==> src/rtl/sed_pkg.sv <==
// Shared types, character codes and helper functions for the string escape decoder.
// No dependencies; used by sed_step and string_escape_decoder.
`timescale 1ns / 1ps

package sed_pkg;

   localparam int MaxResults = 4;
   localparam int CountWidth = 3;   // holds 0 .. MaxResults
   localparam int IndexWidth = 2;   // addresses MaxResults entries

   // escape_mode codes
   localparam logic [2:0] ModeText      = 3'd0;
   localparam logic [2:0] ModeBackslash = 3'd1;
   localparam logic [2:0] ModeByteHex   = 3'd2;
   localparam logic [2:0] ModeUniHex    = 3'd3;

   // error codes
   localparam logic [1:0] ErrNone       = 2'd0;
   localparam logic [1:0] ErrBadDigit   = 2'd1;
   localparam logic [1:0] ErrIncomplete = 2'd2;

   // character codes
   localparam logic [7:0] ChBackslash = 8'h5C;
   localparam logic [7:0] ChQuote     = 8'h22;
   localparam logic [7:0] ChZero      = 8'h30;
   localparam logic [7:0] ChA         = 8'h61;
   localparam logic [7:0] ChB         = 8'h62;
   localparam logic [7:0] ChF         = 8'h66;
   localparam logic [7:0] ChN         = 8'h6E;
   localparam logic [7:0] ChR         = 8'h72;
   localparam logic [7:0] ChT         = 8'h74;
   localparam logic [7:0] ChV         = 8'h76;
   localparam logic [7:0] ChX         = 8'h78;
   localparam logic [7:0] ChLowU      = 8'h75;
   localparam logic [7:0] ChUpU       = 8'h55;

   typedef struct packed {
      logic [7:0] data;
      logic       valid;
      logic [1:0] err;
   } entry_type;

   // All results caused by one input item.
   typedef struct packed {
      logic [CountWidth-1:0]            count;
      logic                             last;
      entry_type [MaxResults-1:0]       entry;
   } step_type;

   // Hex digit value: bit 4 set when the character is a valid digit.
   function automatic logic [4:0] hex_value(input logic [7:0] c);
      logic [4:0] r;
      r = 5'd0;
      if (c inside {[8'h30:8'h39]}) begin
         r = {1'b1, c[3:0]};
      end else if (c inside {[8'h61:8'h66], [8'h41:8'h46]}) begin
         r = {1'b1, c[3:0] + 4'd9};
      end
      return r;
   endfunction

endpackage

==> src/rtl/string_escape_decoder.sv <==
// Top level of the string escape decoder: input register, result buffer and handshakes.
// Depends on sed_pkg and sed_step.
`timescale 1ns / 1ps

// The block takes the body of a quoted string literal one character per transfer on the
// req_ channel (req_is_last marks the final character) and delivers the decoded string on
// the rsp_ channel, one byte or status per transfer. Escapes such as \n, \x41, \u00e9 and
// \U0001F600 are resolved, the Unicode forms expanded to one to four UTF-8 bytes. Bad hex
// digits and escapes cut off by the end are reported through rsp_error_code with
// rsp_byte_valid low. rsp_last_of_run marks the final result caused by a character and
// rsp_end_of_string the final result of the literal. Characters inside an escape usually
// produce no result at all. Rate: one character per cycle while rsp_ready stays high and each
// character yields at most one result; a character that yields several results holds the input
// until the result buffer has handed all of them out, as a \u or \U escape ending in a multi-byte
// code point does. A req_ character passes through the input register, then the result buffer.
module string_escape_decoder (
   input  logic       clock,
   input  logic       reset,
   input  logic       req_valid,
   output logic       req_ready,
   input  logic [7:0] req_char_in,
   input  logic       req_is_last,
   output logic       rsp_valid,
   input  logic       rsp_ready,
   output logic [7:0] rsp_out_byte,
   output logic       rsp_byte_valid,
   output logic       rsp_last_of_run,
   output logic       rsp_end_of_string,
   output logic [1:0] rsp_error_code
);

   // input register
   logic       in_valid_ff;
   logic [7:0] in_char_ff;
   logic       in_last_ff;

   // result buffer: every result of one character, handed out in order
   sed_pkg::entry_type [sed_pkg::MaxResults-1:0] buf_ff;
   logic [sed_pkg::CountWidth-1:0] buf_count_ff;
   logic [sed_pkg::IndexWidth-1:0] buf_idx_ff;
   logic                           buf_last_ff;

   sed_pkg::step_type step;
   logic rsp_take;
   logic final_take;
   logic buf_free;
   logic step_fire;
   logic at_final;

   // decode the held character into the result buffer once the buffer drains
   sed_step u_step (
      .clock   (clock),
      .reset   (reset),
      .step_en (step_fire),
      .char_in (in_char_ff),
      .is_last (in_last_ff),
      .step    (step)
   );

   assign at_final   = ({1'b0, buf_idx_ff} == buf_count_ff - 3'd1);
   assign rsp_take   = rsp_valid && rsp_ready;
   assign final_take = rsp_take && at_final;
   // buffer is free when empty, or when its final result leaves in this cycle
   assign buf_free   = (buf_count_ff == '0) || final_take;
   assign step_fire  = in_valid_ff && buf_free;
   assign req_ready  = !in_valid_ff || step_fire;

   always_ff @(posedge clock) begin
      if (reset) begin
         in_valid_ff <= 1'b0;
      end else if (req_ready) begin
         in_valid_ff <= req_valid;
      end
   end

   // payload: hold while stalled, load on every free cycle
   always_ff @(posedge clock) begin
      if (req_ready) begin
         in_char_ff <= req_char_in;
         in_last_ff <= req_is_last;
      end
   end

   always_ff @(posedge clock) begin
      if (reset) begin
         buf_count_ff <= '0;
         buf_idx_ff   <= '0;
      end else if (step_fire) begin
         buf_count_ff <= step.count;
         buf_idx_ff   <= '0;
      end else if (final_take) begin
         buf_count_ff <= '0;
         buf_idx_ff   <= '0;
      end else if (rsp_take) begin
         buf_idx_ff   <= buf_idx_ff + 1'b1;
      end
   end

   always_ff @(posedge clock) begin
      if (step_fire) begin
         buf_ff      <= step.entry;
         buf_last_ff <= step.last;
      end
   end

   // present the current buffer entry
   assign rsp_valid         = (buf_count_ff != '0);
   assign rsp_out_byte      = buf_ff[buf_idx_ff].data;
   assign rsp_byte_valid    = buf_ff[buf_idx_ff].valid;
   assign rsp_error_code    = buf_ff[buf_idx_ff].err;
   assign rsp_last_of_run   = at_final;
   assign rsp_end_of_string = at_final && buf_last_ff;

   // buffer never claims more results than one character can cause
   a_count_bound: assert property (@(posedge clock) disable iff (reset)
      buf_count_ff <= 3'(sed_pkg::MaxResults))
      else $error("result buffer count out of range");

   // read index stays within the filled part of the buffer
   a_idx_bound: assert property (@(posedge clock) disable iff (reset)
      rsp_valid |-> ({1'b0, buf_idx_ff} < buf_count_ff))
      else $error("result index beyond buffer fill");

   // a decode loads the buffer with exactly its result count
   a_load: assert property (@(posedge clock) disable iff (reset)
      step_fire |=> (buf_count_ff == $past(step.count)) && (buf_idx_ff == '0))
      else $error("result buffer not loaded on decode");

   // a literal end always yields a result, so an end never vanishes
   a_end_seen: assert property (@(posedge clock) disable iff (reset)
      (step_fire && in_last_ff) |=> rsp_valid)
      else $error("end of literal produced no result");

   // a stalled input keeps its character
   a_hold: assert property (@(posedge clock) disable iff (reset)
      (in_valid_ff && !step_fire) |=> in_valid_ff && $stable(in_char_ff))
      else $error("held character lost while stalled");

endmodule

==> src/rtl/sed_step.sv <==
// Escape state and single-item decode: turns one body character into up to four results.
// Depends on sed_pkg.
`timescale 1ns / 1ps

module sed_step (
   input  logic              clock,
   input  logic              reset,
   input  logic              step_en,
   input  logic [7:0]        char_in,
   input  logic              is_last,
   output sed_pkg::step_type step
);

   logic [2:0]  mode_ff,  mode_in;
   logic [3:0]  left_ff,  left_in;
   logic [31:0] acc_ff,   acc_in;
   logic        derr_ff,  derr_in;

   always_comb begin
      logic [4:0]  hv;
      logic [31:0] cp;
      logic [7:0]  bytes [sed_pkg::MaxResults];
      logic [2:0]  nbytes;
      logic [1:0]  err;
      logic [2:0]  n;

      mode_in = mode_ff;
      left_in = left_ff;
      acc_in  = acc_ff;
      derr_in = derr_ff;
      nbytes  = 3'd0;
      err     = sed_pkg::ErrNone;
      cp      = 32'd0;
      hv      = sed_pkg::hex_value(char_in);
      for (int i = 0; i < sed_pkg::MaxResults; i++) bytes[i] = 8'd0;

      case (mode_ff)
         sed_pkg::ModeBackslash: begin
            mode_in  = sed_pkg::ModeText;
            nbytes   = 3'd1;
            bytes[0] = char_in;
            case (char_in)
               sed_pkg::ChZero: bytes[0] = 8'h00;
               sed_pkg::ChA:    bytes[0] = 8'h07;
               sed_pkg::ChB:    bytes[0] = 8'h08;
               sed_pkg::ChF:    bytes[0] = 8'h0C;
               sed_pkg::ChN:    bytes[0] = 8'h0A;
               sed_pkg::ChR:    bytes[0] = 8'h0D;
               sed_pkg::ChT:    bytes[0] = 8'h09;
               sed_pkg::ChV:    bytes[0] = 8'h0B;
               sed_pkg::ChX: begin
                  nbytes = 3'd0; mode_in = sed_pkg::ModeByteHex;
                  left_in = 4'd2; acc_in = 32'd0; derr_in = 1'b0;
               end
               sed_pkg::ChLowU: begin
                  nbytes = 3'd0; mode_in = sed_pkg::ModeUniHex;
                  left_in = 4'd4; acc_in = 32'd0; derr_in = 1'b0;
               end
               sed_pkg::ChUpU: begin
                  nbytes = 3'd0; mode_in = sed_pkg::ModeUniHex;
                  left_in = 4'd8; acc_in = 32'd0; derr_in = 1'b0;
               end
               default: bytes[0] = char_in;
            endcase
         end
         sed_pkg::ModeByteHex, sed_pkg::ModeUniHex: begin
            derr_in = derr_ff | ~hv[4];
            acc_in  = {acc_ff[27:0], (hv[4] ? hv[3:0] : 4'd0)};
            left_in = (left_ff != 4'd0) ? left_ff - 4'd1 : 4'd0;
            if (left_in == 4'd0) begin
               cp = acc_in;
               if (derr_in) begin
                  err = sed_pkg::ErrBadDigit;
               end else if (mode_ff == sed_pkg::ModeByteHex) begin
                  nbytes   = 3'd1;
                  bytes[0] = acc_in[7:0];
               end else if (cp < 32'h80) begin
                  nbytes   = 3'd1;
                  bytes[0] = cp[7:0];
               end else if (cp < 32'h800) begin
                  nbytes   = 3'd2;
                  bytes[0] = {3'b110, cp[10:6]};
                  bytes[1] = {2'b10, cp[5:0]};
               end else if (cp < 32'h10000) begin
                  nbytes   = 3'd3;
                  bytes[0] = {4'b1110, cp[15:12]};
                  bytes[1] = {2'b10, cp[11:6]};
                  bytes[2] = {2'b10, cp[5:0]};
               end else if (cp <= 32'h10FFFF) begin
                  nbytes   = 3'd4;
                  bytes[0] = {5'b11110, cp[20:18]};
                  bytes[1] = {2'b10, cp[17:12]};
                  bytes[2] = {2'b10, cp[11:6]};
                  bytes[3] = {2'b10, cp[5:0]};
               end
               mode_in = sed_pkg::ModeText;
               acc_in  = 32'd0;
               derr_in = 1'b0;
            end
         end
         default: begin
            if (char_in == sed_pkg::ChBackslash) begin
               mode_in = sed_pkg::ModeBackslash;
            end else begin
               nbytes   = 3'd1;
               bytes[0] = char_in;
            end
         end
      endcase

      // end of literal: flag an escape left open, then drop all escape state
      if (is_last && mode_in != sed_pkg::ModeText) err = sed_pkg::ErrIncomplete;
      if (is_last) begin
         mode_in = sed_pkg::ModeText;
         left_in = 4'd0;
         acc_in  = 32'd0;
         derr_in = 1'b0;
      end

      // entries without a decoded byte carry a zero byte
      for (int i = 0; i < sed_pkg::MaxResults; i++) begin
         step.entry[i].data  = (3'(i) < nbytes) ? bytes[i] : 8'd0;
         step.entry[i].valid = (3'(i) < nbytes);
         step.entry[i].err   = sed_pkg::ErrNone;
      end
      n = nbytes;
      // error and empty-end results never coexist with emitted bytes
      if (err != sed_pkg::ErrNone) begin
         step.entry[0].err = err;
         n = 3'd1;
      end else if (is_last && nbytes == 3'd0) begin
         n = 3'd1;
      end
      step.count = n;
      step.last  = is_last;
   end

   always_ff @(posedge clock) begin
      if (reset) begin
         mode_ff <= sed_pkg::ModeText;
         left_ff <= 4'd0;
         acc_ff  <= 32'd0;
         derr_ff <= 1'b0;
      end else if (step_en) begin
         mode_ff <= mode_in;
         left_ff <= left_in;
         acc_ff  <= acc_in;
         derr_ff <= derr_in;
      end
   end

endmodule
==> config.mk <==
export PLATFORM = sky130hd
export DESIGN_NAME = string_escape_decoder
export DESIGN_NICKNAME = d
export VERILOG_FILES = /design/src/rtl/sed_pkg.sv /design/src/rtl/string_escape_decoder.sv /design/src/rtl/sed_step.sv
export SDC_FILE = /design/constraint.sdc
export NUM_CORES = 1
export LEC_CHECK = 0
export ABC_AREA = 0
export BUFFER_PORTS_ARGS = -buffer_cell sky130_fd_sc_hd__buf_2
export CELL_PAD_IN_SITES_DETAIL_PLACEMENT = 1
export CELL_PAD_IN_SITES_GLOBAL_PLACEMENT = 1
export CORE_MARGIN = 10
export CORE_UTILIZATION = 43
export DETAILED_ROUTE_END_ITERATION = 8
export PLACE_DENSITY_LB_ADDON = 0.15
export RECOVER_POWER = 100
export SLEW_MARGIN = 30
export SYNTH_ARGS = -nofsm -noshare
export SYNTH_HDL_FRONTEND = slang
export SYNTH_SLANG_ARGS = --single-unit
==> constraint.sdc <==
create_clock -name clock -period 5.61 [get_ports clock]
set_input_delay 1.122 -clock clock [delete_from_list [all_inputs] [get_ports clock]]
set_output_delay 1.122 -clock clock [all_outputs]
set_load 0.05 [all_outputs]
# Yosys cells after proc, flatten, opt, wreduce, memory -nomap -nowiden
# Cells that the tools add are included.
[totals] reg_bits=90 latchBits=0 mem_bits_rw=0 mem_bits_ro=0 input_bits=13 out_inout_bits=15 wordCells=163 memories=0
[classes] n_addsub=4 multipliers=0 n_div=0 n_lt_le_gt_ge=15 n_eq_ne=18 shift=0 muxes=67 bitwise_logic=7 n_reduce_logical=32
[op_table] operator="2-to-1 mux 32 bit" count=10
[op_table] operator="2-to-1 mux 24 bit" count=9
[op_table] operator="equality test 8 x 7 -> 1 bit, second input constant" count=11
[op_table] operator="2-to-1 mux 28 bit" count=3
[op_table] operator="case mux 8 bit (8 select lines)" count=1
[op_table] operator="case mux 28 bit (2 select lines)" count=1
[op_table] operator="2-to-1 mux 3 bit" count=14
[op_table] operator="<= comparator 32 x 21 -> 1 bit, second input constant" count=1
[op_table] operator="< comparator 32 x 12 -> 1 bit, second input constant" count=1
[op_table] operator="< comparator 32 x 17 -> 1 bit, second input constant" count=1
[op_table] operator="< comparator 32 x 8 -> 1 bit, second input constant" count=1
[op_table] operator="2-to-1 mux 16 bit" count=2
[op_table] operator="2-to-1 mux 8 bit" count=4
[op_table] operator="binary-select mux 11 bit (select 2 bit)" count=1
[op_table] operator=">= comparator 8 x 7 -> 1 bit, second input constant" count=2
[op_table] operator="<= comparator 8 x 7 -> 1 bit, second input constant" count=2
[op_table] operator="case mux 8 bit (2 select lines)" count=1
[op_table] operator="OR reduction 7 bit" count=2
[op_table] operator="2-to-1 mux 4 bit" count=3
[op_table] operator="case mux 3 bit (2 select lines)" count=2
[op_table] operator="case mux 4 bit (3 select lines)" count=1
[op_table] operator="2-to-1 mux 11 bit" count=1
[op_table] operator="2-to-1 mux 5 bit" count=2
[op_table] operator="logical AND 1 bit" count=9
[op_table] operator="other kinds (34)" count=58

# Longest topological paths before layout
[logic_depth] depth_word=28 depth_mapped=11 mapped_depth_nobuf=9

# Cells and area by module
# From an unflattened synthesis, not the netlist that was laid out.
[hier_totals] hier_cells=500 hier_area_um2=5087.4
[modules_own_cells] module="sed_step" n_inst=1 cells_each=393 area_each_um2=2855.2 seq_area_each_um2=720.7
[modules_own_cells] module="string_escape_decoder" n_inst=1 cells_each=107 area_each_um2=2232.1 seq_area_each_um2=1741.7

# Worst setup path after synthesis
# OpenSTA, ideal clock, no wires.
[synth_timing] path_type="register to output" startpoint="register buf_count_ff[0] (netlist bit)" endpoint="output port rsp_end_of_string" t_arrival_ps=2532 required_time_ps=4488 path_slack_ps=1956 path_stages_with_launch=6 n_path_buf=0 path_cell_list="dfxtp_1 -> inv_1 -> ha_1 -> xnor2_1 -> nor3_1 -> and2_1"
[synth_via] elab_chain_cells=3
[synth_lines] item="start: declaration" line="string_escape_decoder.sv:39" rtl="logic [sed_pkg::CountWidth-1:0] buf_count_ff;"
[synth_lines] item="start signal: assignment" line="string_escape_decoder.sv:89" rtl="buf_count_ff <= step.count;"
[synth_lines] item="subtractor 3 x 1 -> 3 bit" line="string_escape_decoder.sv:60" rtl="assign at_final = ({1'b0, buf_idx_ff} == buf_count_ff - 3'd1);"
[synth_lines] item="equality test 2 x 3 -> 1 bit" line="string_escape_decoder.sv:60"
[synth_lines] item="via rsp_last_of_run" line="string_escape_decoder.sv:27" rtl="output logic rsp_last_of_run,"
[synth_lines] item="logical AND 1 bit" line="string_escape_decoder.sv:112" rtl="assign rsp_end_of_string = at_final && buf_last_ff;"
[synth_lines] item="end: declaration" line="string_escape_decoder.sv:28" rtl="output logic rsp_end_of_string,"
# The timed path passes the listed nets, and every way through them passes these cells.

# Final worst setup path
[layout_timing] startpoint="register in_char_ff[3]" endpoint="register buf_ff[5] (netlist bit) (data pin)"
[layout_via] elab_chain_cells=28 elab_cells_between_ends=67 cone_classes="add/sub (1); order compare (11); eq/ne (12); mux (36); bitwise (2); reduce/logical (5)"
[layout_lines] item="start: declaration" line="string_escape_decoder.sv:34" rtl="logic [7:0] in_char_ff;"
[layout_lines] item="start signal: assignment" line="string_escape_decoder.sv:79" rtl="in_char_ff <= req_char_in;"
[layout_lines] item=">= comparator 8 x 7 -> 1 bit / <= comparator 8 x 7 -> 1 bit (equally long branches)" line="sed_pkg.sv:56" rtl="end else if (c inside {[8'h61:8'h66], [8'h41:8'h46]}) begin"
[layout_lines] item="logical AND 1 bit" line="sed_pkg.sv:56"
[layout_lines] item="nonzero test 2 bit" line="sed_pkg.sv:56"
[layout_lines] item="2-to-1 mux 5 bit" line="sed_pkg.sv:56"
[layout_lines] item="2-to-1 mux 5 bit" line="sed_pkg.sv:54" rtl="if (c inside {[8'h30:8'h39]}) begin"
[layout_lines] item="2-to-1 mux 4 bit" line="sed_step.sv:68" rtl="acc_in = {acc_ff[27:0], (hv[4] ? hv[3:0] : 4'd0)};"
[layout_lines] item="<= comparator 32 x 21 -> 1 bit" line="sed_step.sv:89" rtl="end else if (cp <= 32'h10FFFF) begin"
[layout_lines] item="2-to-1 mux 32 bit" line="sed_step.sv:89"
[layout_lines] item="[... 8 more ...]"
[layout_lines] item="2-to-1 mux 24 bit (5 in series)"
[layout_lines] item="2-to-1 mux 24 bit" line="sed_step.sv:37" rtl="case (mode_ff)"
[layout_lines] item="2-to-1 mux 16 bit" line="sed_step.sv:80" rtl="end else if (cp < 32'h800) begin"
[layout_lines] item="2-to-1 mux 8 bit" line="sed_step.sv:77" rtl="end else if (cp < 32'h80) begin"
[layout_lines] item="2-to-1 mux 8 bit" line="sed_step.sv:74" rtl="end else if (mode_ff == sed_pkg::ModeByteHex) begin"
[layout_lines] item="2-to-1 mux 32 bit" line="sed_step.sv:72" rtl="if (derr_in) begin"
[layout_lines] item="2-to-1 mux 32 bit" line="sed_step.sv:70" rtl="if (left_in == 4'd0) begin"
[layout_lines] item="case mux 8 bit (2 select lines)" line="sed_step.sv:37"
[layout_lines] item="end signal: assignment" line="string_escape_decoder.sv:101" rtl="buf_ff <= step.entry;"
[layout_lines] item="end: declaration" line="string_escape_decoder.sv:38" rtl="sed_pkg::entry_type [sed_pkg::MaxResults-1:0] buf_ff;"
# Several ways; a longest one is shown, not always the timed one. The select of a mux whose other input is x is not followed.
# A chain may end at the register's enable or synchronous reset.

==> metrics.cfg <==
[power]
p_per_area_mw_per_mm2=248.3
total_power_mw=1.257
ir_drop_uv=118.6
leakage_nw=1.861

[clocking]
cts_max_level=3
cts_hold_repair.buffers=0
cts_setup_buffers=0
root_buffer=clkbuf_8
cts_buffer_depth=2
cts_buffers=9
clkSinkCount=87
clk_pin_slew_worst_paths_ns=0.09
cts_resized=0
cts_tree=built
clk-insertion-delay-late_ns=0.37

[setup_path]
timing.rr.start=in_char_ff[3]
worstPathRequired_ns=5.80
cp_max_fo=17
critical_path_class=flop to flop
cp-end-kind=flop
critPathBufInv=1
crit_start=in_char_ff[3]
rr_worst_depth=7
worst_setup_path_start_kind=flop
rr_endpoint=buf_ff[5]
worst_path_dominant_cell_family=compound AO/OA/AOI/OAI gates
rrSetupSlack_ns=1.46
slowest_stage=a21boi_0
critical_path.max_stage_delay_ns=1.06
worstPathArrival_ns=4.33
cp_cell_sequence=nor4b_2, nand3_1, a21boi_0, o21ai_0, clkinv_1, nor2_1, a31oi_1

[place]
place_hpwl_um=9710
gp_congestion=0.9013
dp.cells=624
place.port_buffers=27

[floorplan]
dieArea_mm2=0.01555
core.rowCount=38
fp.dieW_um=124.7
die_h_um=124.7
fp.coreArea_mm2=0.01079
start_util=0.4368
pin_count=28

[detailed_routing]
drc=0
dr.pass1.iters=5
viasPerCell=6.128
routed_wl_um=13500
wire_per_inst_um=21.13
drtAntennaViolNets=0
via_count=3916
drt_iter0_drc=325

[synthesis]
synthesis.area_mm2=0.004715
synth_edf_count=45
synth_top_area_cell=edfxtp_1
synth.area.top_cells=edfxtp_1 (29%), dfxtp_1 (18%), a31o_2 (4.8%)
synth_area_per_cell_um2=9.781
ys_types=72
synth-seq-cells=87
yosysSeqAreaShare=0.4650
synth_warnings=0
synth_fp_nets=501
synthCells=482
synth_top_area_share=0.2866
synthFlopType=edfxtp_1
ys_async_sr_fraction=0

[global_routing]
grt_start_max_net_pins=40
overflow=0
grt_antenna_before_repair=0
grt_pass1_vias=3934
track_usage=0.1721
grt_pass1_wl_um=21880

[timing]
slew_viol_final=104
fin_setup_tns_ns=0
finalHoldViolations=0
period_share=0.7389
tightest_slew_ns=2.153
maxSlewHeadroom=-0.4355
finalClockSkew_ns=0.01409
min_period_ns=4.145
max_freq_ghz=0.2412
setup_viol_count_final=0
whs_ns=0.4750
rsz0062_at_grt=false

[worst_hold_path]
holdPathStages=2
hp-class=flop to flop
hold_end=buf_count_ff[1]
hp-start=buf_count_ff[1]

[cells_and_area]
fill_cells=1225
area_growth_pct=7.351
drive_gt1_frac=0.1503
multi_input_area_mm2=0.002281
finalNonFillerCells=639
diodes=0
fin_util=0.4689
seq_area_mm2=0.002192
nets=514

[run_status]
status=finished with violations
violations=capacitance limit, slew limit

[job]
max_cap_viol_count=3

## worst register-to-register path: stages (launching register included)
cell,delay [ns]
edfxtp_1,0.64
nor4b_2,0.51
nand3_1,0.18
a21boi_0,1.06
o21ai_0,0.86
clkinv_1,0.24
nor2_1,0.18
a31oi_1,0.27
## synthesized netlist by cell type (8+ instances only)
master and n:
and3_1 23, mux4_2 8, dfxtp_1 42, clkbuf_1 14
buf_2 10, a31o_2 26, inv_1 21, nand2_1 31
nor2_1 46, nor3_1 25, edfxtp_1 45, nand3_1 13
a21oi_1 26, o21ai_0 23
## sequential cells by signal, indices dropped and copies added, names as in the netlist, 2 cells and up
register,cells
buf_count_ff,3
u_step.mode_ff,3
u_step.acc_ff,28
in_char_ff,8
buf_ff,35
buf_idx_ff,2
u_step.left_ff,4
## how the worst max path moves through the flow
stage | endpoint | slack, ns | cells after the start
after detailed placement | req_ready | 2.03 | 5
final | buf_ff[5] | 1.46 | 7
after floorplan | rsp_end_of_string | 1.96 | 5
after CTS | req_ready | 1.86 | 4
after global placement | req_ready | 2.09 | 5
after global routing | u_step.mode_ff[0] | 1.05 | 7
## cells by family (layout without fill, tap and decap cells)
logic type | after synthesis | count (layout) | synth area share
AND/OR/NAND/NOR | 186 | 186 | 0.2120
AO/OA/AOI/OAI | 136 | 136 | 0.2091
flip-flops | 87 | 87 | 0.4650
buffers and inverters | 51 | 68 | 0.04459
multiplexers | 9 | 9 | 0.04034
XOR/XNOR | 7 | 7 | 0.01300
adder cells (fa/ha/maj) | 6 | 6 | 0.01592
## per-layer routing
metal,part of all wire,vias to the layer above,track usage
met1,0.45,1947,0.2262
met5,0,-,0
met4,0.019,0,0.06100
met2,0.48,100,0.2742
li1,-,1850,-
met3,0.048,19,0.03362
## cell type report
class / count / share of cell area
Multi-Input combinational cell: 344 / 0.4507
Sequential cell: 87 / 0.4331
Clock buffer: 13 / 0.03585
Tap cell: 140 / 0.03461
Timing Repair Buffer: 30 / 0.02596
Inverter: 23 / 0.01706
Clock inverter: 2 / 0.002719
## per-stage QoR
stage,worst slack [ns],area (um^2)
6_report,1.465,5061
5_1_grt,1.050,5061
4_1_cts,1.860,5129
3_5_place_dp,2.027,4933
3_3_place_gp,2.091,4930
2_1_floorplan,1.956,4715
## where the power goes
part           internal (mW)  switching (mW)  leakage [nW]
registers              0.688          0.0191         0.768
logic                 0.0294          0.0773         0.994
clock network          0.213           0.230        0.0997
## placed cells by master (no fill, tap or decap), drive strengths merged, types with 5 or more instances in the layout
master	n
clkbuf	30
o211ai	5
dfxtp	42
a31o	26
o21ai	24
nor2	48
o31ai	6
a22oi	6
inv	22
nand2	31
and3	23
nor3	28
a31oi	8
nand3	13
mux4	8
nor4	5
buf	13
a21oi	27
edfxtp	45
and2	5
ha	6
(Power assumes the default switching activity.)
